$ cat src/hdl/ftba_pkg.sv
// Shared types and constants of the feathered tile blend accumulator.
// Used by the divider, the top level and the testbench.
`default_nettype none
package ftba_pkg;

  localparam int OUT_WIDTH     = 256;
  localparam int OUT_HEIGHT    = 256;
  localparam int CHANNELS      = 3;
  localparam int MAX_TILE_SIDE = 1024;

  localparam int PIX_DEPTH = OUT_WIDTH * OUT_HEIGHT;
  localparam int SUM_DEPTH = PIX_DEPTH * CHANNELS;
  localparam int PIX_AW    = $clog2(PIX_DEPTH);
  localparam int SUM_AW    = $clog2(SUM_DEPTH);
  localparam int CLR_W     = $clog2(SUM_DEPTH + 1);

  localparam logic [16:0] ONE_Q16 = 17'h10000;
  localparam logic [23:0] WSUM_MAX = 24'hFFFFFF;

  localparam logic [5:0] DIV_SHORT_STEPS = 6'd24;
  localparam logic [5:0] DIV_LONG_STEPS  = 6'd48;

  localparam logic FUNC_ACC  = 1'b0;
  localparam logic FUNC_READ = 1'b1;

  typedef struct packed {
    logic        start;
    logic        short_div;
    logic [47:0] dividend;
    logic [23:0] divisor;
  } div_req_t;

  typedef struct packed {
    logic        done;
    logic [47:0] quotient;
  } div_rsp_t;

endpackage
`default_nettype wire

$ cat src/hdl/ftba_div.sv
// Restoring radix-2 unsigned divider, one quotient bit per cycle.
// Uses ftba_pkg request and response structs; 24 or 48 steps per division.
`default_nettype none
module ftba_div (
  input  wire logic              clk,
  input  wire logic              rst_n,
  input  wire ftba_pkg::div_req_t req,
  output ftba_pkg::div_rsp_t      rsp
);

  logic        busy_r, done_r, short_r;
  logic [5:0]  cnt_r;
  logic [23:0] rem_r, dvs_r, rem_nxt;
  logic [47:0] dq_r;
  logic [24:0] rem2, diff;
  logic        ge;

  assign rem2    = {rem_r, dq_r[47]};
  assign diff    = rem2 - {1'b0, dvs_r};
  assign ge      = rem2 >= {1'b0, dvs_r};
  assign rem_nxt = ge ? diff[23:0] : rem2[23:0];

  always_ff @(posedge clk) begin
    if (!rst_n) begin
      busy_r <= 1'b0;
      done_r <= 1'b0;
      cnt_r  <= '0;
    end else begin
      done_r <= 1'b0;
      if (req.start) begin
        busy_r <= 1'b1;
        cnt_r  <= req.short_div ? ftba_pkg::DIV_SHORT_STEPS : ftba_pkg::DIV_LONG_STEPS;
      end else if (busy_r) begin
        cnt_r <= cnt_r - 6'd1;
        if (cnt_r == 6'd1) begin
          busy_r <= 1'b0;
          done_r <= 1'b1;
        end
      end
    end
  end

  always_ff @(posedge clk) begin
    if (req.start) begin
      rem_r   <= '0;
      dvs_r   <= req.divisor;
      short_r <= req.short_div;
      dq_r    <= req.short_div ? {req.dividend[23:0], 24'd0} : req.dividend;
    end else if (busy_r) begin
      rem_r <= rem_nxt;
      dq_r  <= {dq_r[46:0], ge};
    end
  end

  assign rsp.done     = done_r;
  assign rsp.quotient = short_r ? {24'd0, dq_r[23:0]} : dq_r;

endmodule
`default_nettype wire

$ cat config.mk
export PLATFORM = sky130hd
export DESIGN_NAME = ftba_div
export DESIGN_NICKNAME = d
export VERILOG_FILES = /design/src/hdl/ftba_pkg.sv /design/src/hdl/ftba_div.sv
export SDC_FILE = /design/constraint.sdc
export NUM_CORES = 1
export LEC_CHECK = 0
export BUFFER_PORTS_ARGS = -buffer_cell sky130_fd_sc_hd__buf_2
export CAP_MARGIN = 20
export CORE_MARGIN = 2
export CORE_UTILIZATION = 40
export CTS_CLUSTER_DIAMETER = 80
export CTS_CLUSTER_SIZE = 25
export DETAILED_ROUTE_END_ITERATION = 8
export MAX_ROUTING_LAYER = met4
export SYNTH_ARGS = -nofsm -noshare
export SYNTH_HDL_FRONTEND = slang
export SYNTH_SLANG_ARGS = --single-unit
$ cat constraint.sdc
create_clock -name clk -period 8.3 [get_ports clk]
set_input_delay 0.83 -clock clk [delete_from_list [all_inputs] [get_ports clk]]
set_output_delay 0.83 -clock clk [all_outputs]
set_load 0.02 [all_outputs]
==> reports/metrics.yaml, run 1 <==
status: "finished clean"
synthArstFlopShare_pct: 0
cts_sinks: 105
root_buffer: "clkbuf_16"
grt_usage_pct: 18.9
fin_crit_sh_pct: 39.1
first_global_vias: 4721
cts_made_buffers: 9
grt_overflow: 0
antenna_found_initial: 0
crit_fanout: 5
routed_wl_um: 14500
final_area_sq_um: 6970
synthTopCellsByArea: "edfxtp_1 36%, dfxtp_1 11%, ha_1 5.4%"
cts_hold_buf: 0
synthTopCellsByCount: "73 x edfxtp_1, 53 x nor2_1, 41 x inv_1, 40 x a21oi_1, 32 x dfxtp_1"
skew_ps: 7.00
p_leak_uw: 0.00297
fin_setup_tns_ps: 0
synth_top_area_share_pct: 36.2
cts_setup_buffers: 0
diodes: 0
arrival_ps: 3480
yosys_warnings: 0
vias: 4666
synth_flop_cell: "edfxtp_1"
hold_class: "flop to flop"
antenna_left: 0
path_clk_slew_ps: 70
drive_gt1_share_pct: 22.7
die_w_um: 127
p_per_area_nw_per_um2: 186
synth-edff-count: 73
drv_slew: 0
synth_fp_nets: 694
period_needed_ps: 3240
cts_resized: 0
clockBufferDepth: 2
cts_tree: "done"
drt_iter0_markers: 324
worst_slack_ps: 5060
fill_cells: 1414
vdd_drop_max_mv: 0.0959
synth.most_common_cell: "edfxtp_1"
syn_inst: 591
synth_area_sq_um: 6050
nets: 780
via_per_inst: 5.39
initial_core_util_pct: 41.3
required_ps: 8540
die_h_um: 127
hpwl_um: 10300
drv_cap: 0
portBuffers: 124
ys_seq_area_share_pct: 46.8
core_area_sq_um: 14600
place_ws_ps: 5020
hold_violations: 0
drtPass1Iterations: 4
end_kind: "flop"
io_pins: 125
dpl_cell_area_sq_um: 6610
syn_to_final_growth_pct: 15.1
wire_per_inst_um: 16.8
grt_pass1_wl_um: 23600
synth-seq-cells: 105
max_freq_ghz: 0.308
setup_violations: 0
synthDistinctLibCells: 56
die_area_sq_um: 16100
row_count: 44
relSlewSlack_pct: 44.0
htree_levels: 3
remaining_drc_errors: 0
worstMarginPinSlew_ps: 819
criticalPathCategory: "flop to flop"
grt_max_degree: 52
grt_setup_unrepaired: "false"
avgSynthCellArea_sq_um: 10.2
yosys.area.top_type: "edfxtp_1"
place_congestion: 0.842
worst_skew_pair.late_latency_ps: 350
cp-start-kind: "flop"
## final cells by class
class	count	area (sq um)	area share [%]
Sequential cell	105	2830	40.7
Tap cell	184	230	3.31
Timing Repair Buffer	131	731	10.5
Clock inverter	5	33.8	0.485
Clock buffer	11	233	3.34
Inverter	41	154	2.21
Multi-Input combinational cell	389	2750	39.5
## routing by layer
| metal | global-route usage [%] | share of wire [%] | vias to the layer above |
|---|---|---|---|
| li1 | - | - | 2327 |
| met2 | 30.8 | 47 | 145 |
| met4 | 5.17 | 1.1 | 0 |
| met5 | - | 0 | - |
| met1 | 23.8 | 46 | 2182 |
| met3 | 4.10 | 6.6 | 12 |
## report_power, final
group	leakage (uW)	internal (uW)	switching [uW]	total (uW)
registers	0.000994	611	25.4	637
clock network	0.000126	203	188	391
logic	0.00185	110	161	271
## logic make-up after synthesis
| logic type | after synthesis | share of synthesized area, % |
|---|---|---|
| AOI/OAI and AO/OA | 162 | 19.3 |
| adders and majority gates | 27 | 5.71 |
| xor gates and xnor gates | 24 | 3.47 |
| muxes | 24 | 3.97 |
| buffers and inverters | 97 | 7.92 |
| and+or+nand+nor | 152 | 12.8 |
| DFF | 105 | 46.8 |
## critical path, stage by stage (launching register included)
cell	delay (ps)
edfxtp_1	380
ha_1	240
fa_1	390
nor2b_1	210
o31a_1	260
o2111ai_1	240
a2111oi_0	650
nor2_1	120
xor2_1	210
a211oi_1	90
a311o_1	340
## placed cells by master, fill, tap and decap left out, drive strengths merged, types with 23 or more instances in the layout
master  netlist  routed
buf          34     130
edfxtp       73      73
nor2         53      53
inv          41      41
a21oi        41      41
dfxtp        32      32
nor2b        29      29
ha           26      26
mux2i        24      24
a22o         23      23
## worst paths after layout
path | startpoint | to | slack, ps | depth (start not counted)
worst min register to register | rem_r[6] | rem_r[7] | 500 | 2
worst max register to register | dvs_r[0] | rem_r[22] | 5060 | 10
worst min-delay path | rem_r[6] | rem_r[7] | 500 | 2
worst max-delay path | dvs_r[0] | rem_r[22] | 5060 | 10
## registers in the layout, summed over array words and instances, names as in the netlist
signal   cells
dq_r        48
dvs_r       24
rem_r       24
cnt_r        6
busy_r       1
done_r       1
short_r      1
## through the flow
| stage | hold slack [ps] | power, uW | std cells | utilization (%) |
|---|---|---|---|---|
| after floorplan | 461 | 843 | 591 | - |
| after global routing | 534 | 1360 | 866 | 47.6 |
| after detailed placement | 491 | 916 | 846 | 45.1 |
| after CTS | 501 | 1310 | 862 | 47.0 |
| after global placement | 480 | 910 | 846 | 45.1 |
| final | 500 | 1300 | 866 | 47.6 |
Power figures use the tool's default switching activity.
==> run 2, diff against run 1 <==
- clock period: 8.3 -> 3.19 ns (I/O delays scaled with it)
==> run 2 against run 1 <==
Worst hold slack worse by 370 ps; combinational power grew to 2.6 times the previous value; clock power increased to 2.8 times the previous value; via count is 3.1% higher; routed wire length grew 1.1%; sequential power grew to 2.6 times the previous value; core utilization rose by 0.40 points; sequential share of layout area decreased by 0.34 points; flip-flop and latch count unchanged; non-clock buffer count increased by 11; worst setup slack worse by 4900 ps; clock skew up 2.6 ps; largest cell class unchanged; highest routed layer unchanged.
==> reports/metrics.yaml, run 2 (same netlist as run 1, synthesis figures left out) <==
status: "finished clean"
antenna_left: 0  # unchanged
hold_class: "primary input to flop"
antenna_found_initial: 0  # unchanged
max_freq_ghz: 0.332  # +7.7%
drive_gt1_share_pct: 24.1  # +1.4 points
grt_pass1_wl_um: 23900  # +1.5%
p_leak_uw: 0.00301  # +1.4%
initial_core_util_pct: 41.3  # unchanged
dr_wl_met2_um: 6840  # +1.2%
cts_resized: 0  # unchanged
crit_fanout: 13  # +8
vias: 4811  # +3.1%
worstMarginPinSlew_ps: 803  # -15.6 ps
portBuffers: 124  # unchanged
die_h_um: 127  # unchanged
cts_hold_buf: 0  # unchanged
fin_crit_sh_pct: 94.4  # +55 points
criticalPathCategory: "flop to flop"
reg.largest.list: "dq_r (48), dvs_r (24), rem_r (24)"
cts_made_buffers: 9  # unchanged
met1_length_um: 6900  # +3.7%
final_cell_mix: "124 x buf_2, 73 x edfxtp_1, 52 x nor2_1, 40 x inv_1, 40 x a21oi_1"
setup_violations: 0  # unchanged
skew_ps: 9.56  # +2.57 ps
drtPass1Iterations: 5  # +1
layout_commonest_cell: "buf_2"
largest_reg_flops: 48  # unchanged
cts_tree: "done"
drv_slew: 0  # unchanged
dp.cells: 859  # +1.5%
clockBufferDepth: 2  # unchanged
grt_setup_unrepaired: "false"
grt_overflow: 0  # unchanged
routed_wl_um: 14700  # +1.1%
grt_usage_pct: 19.1  # +0.23 points
syn_to_final_growth_pct: 16.1
cts_sinks: 105  # unchanged
regMostFlops: "dq_r"
grt_max_degree: 60  # +15%
via_per_inst: 5.49  # +1.8%
diodes: 0  # unchanged
period_needed_ps: 3010  # -232 ps
wire_per_inst_um: 16.7  # -0.14%
drt_iter0_markers: 302  # -6.8%
io_pins: 125  # unchanged
end_kind: "flop"
fin_setup_tns_ps: 0  # unchanged
die_area_sq_um: 16100  # unchanged
layout.cells.non_filler: 877  # +1.3%
first_global_vias: 4785  # +1.4%
wl_met3_um: 720  # -25%
path_clk_slew_ps: 70  # about the same
cp-start-kind: "flop"
place_congestion: 0.877  # +4.1%
relSlewSlack_pct: 46.5  # +2.4 points
required_ps: 3430  # -5110 ps
row_count: 44  # unchanged
root_buffer: "clkbuf_16"
drv_cap: 0  # unchanged
worst_skew_pair.late_latency_ps: 360  # about the same
nets: 791  # +1.4%
hold_violations: 0  # unchanged
hpwl_um: 10300  # +0.67%
vdd_drop_max_mv: 0.413  # +330%
remaining_drc_errors: 0  # unchanged
die_w_um: 127  # unchanged
htree_levels: 3  # unchanged
top_layer_used: "met4"
cts_setup_buffers: 0  # unchanged
p_per_area_nw_per_um2: 491  # +160%
arrival_ps: 3250  # -230 ps
core_area_sq_um: 14600  # unchanged
==> run 2: final timing paths <==
kind                                  end       from  cells past startpoint  slack, ps
worst min register to register  rem_r[10]  rem_r[10]                      2        500
worst min-delay path            dvs_r[21]    req[21]                      1        130
worst max-delay path            rem_r[15]   dvs_r[6]                     11        180
worst max register to register  rem_r[15]   dvs_r[6]                     11        180
==> run 2: per-layer routing <==
layer,vias to the layer above,GRT usage (%)
li1,2349,-
met1,2302,24.6
met4,0,5.49
met5,-,-
met3,20,3.81
met2,140,30.8
==> run 2: through the flow <==
stage	setup WS, ps	area, sq um	total power, uW	util, %	hold WS (ps)
CTS	40.9	7010	3500	47.8	112
global placement	192	6720	2390	45.9	480
global route	2.61	7020	3630	48.0	118
detailed placement	72.0	6720	2400	45.9	490
finish	178	7020	3450	48.0	134
floorplan	419	6050	2190	-	418
==> run 2: power breakdown <==
group          switching, uW  leakage (uW)  internal (uW)  total [uW]
registers               65.5      0.000994           1590        1650
logic                    420       0.00188            293         713
clock network            539      0.000138            545        1080
==> run 2: worst max-delay path: stages (launching register included) <==
cell and delay [ps]:
edfxtp_1 380, inv_1 80, ha_1 300, a21o_1 230, a211oi_2 250, o22ai_1 140
a311oi_2 400, nor3_2 150, o31ai_4 260, buf_4 260, a211oi_1 100, a311o_1 340
==> run 2: layout make-up <==
class                           count  area [sq um]
Tap cell                          184           230
Clock inverter                      7          65.1
Sequential cell                   105          2830
Multi-Input combinational cell    389          2750
Fill cell                        1394          7620
Clock buffer                        9           225
Timing Repair Buffer              142           772
Inverter                           41           154
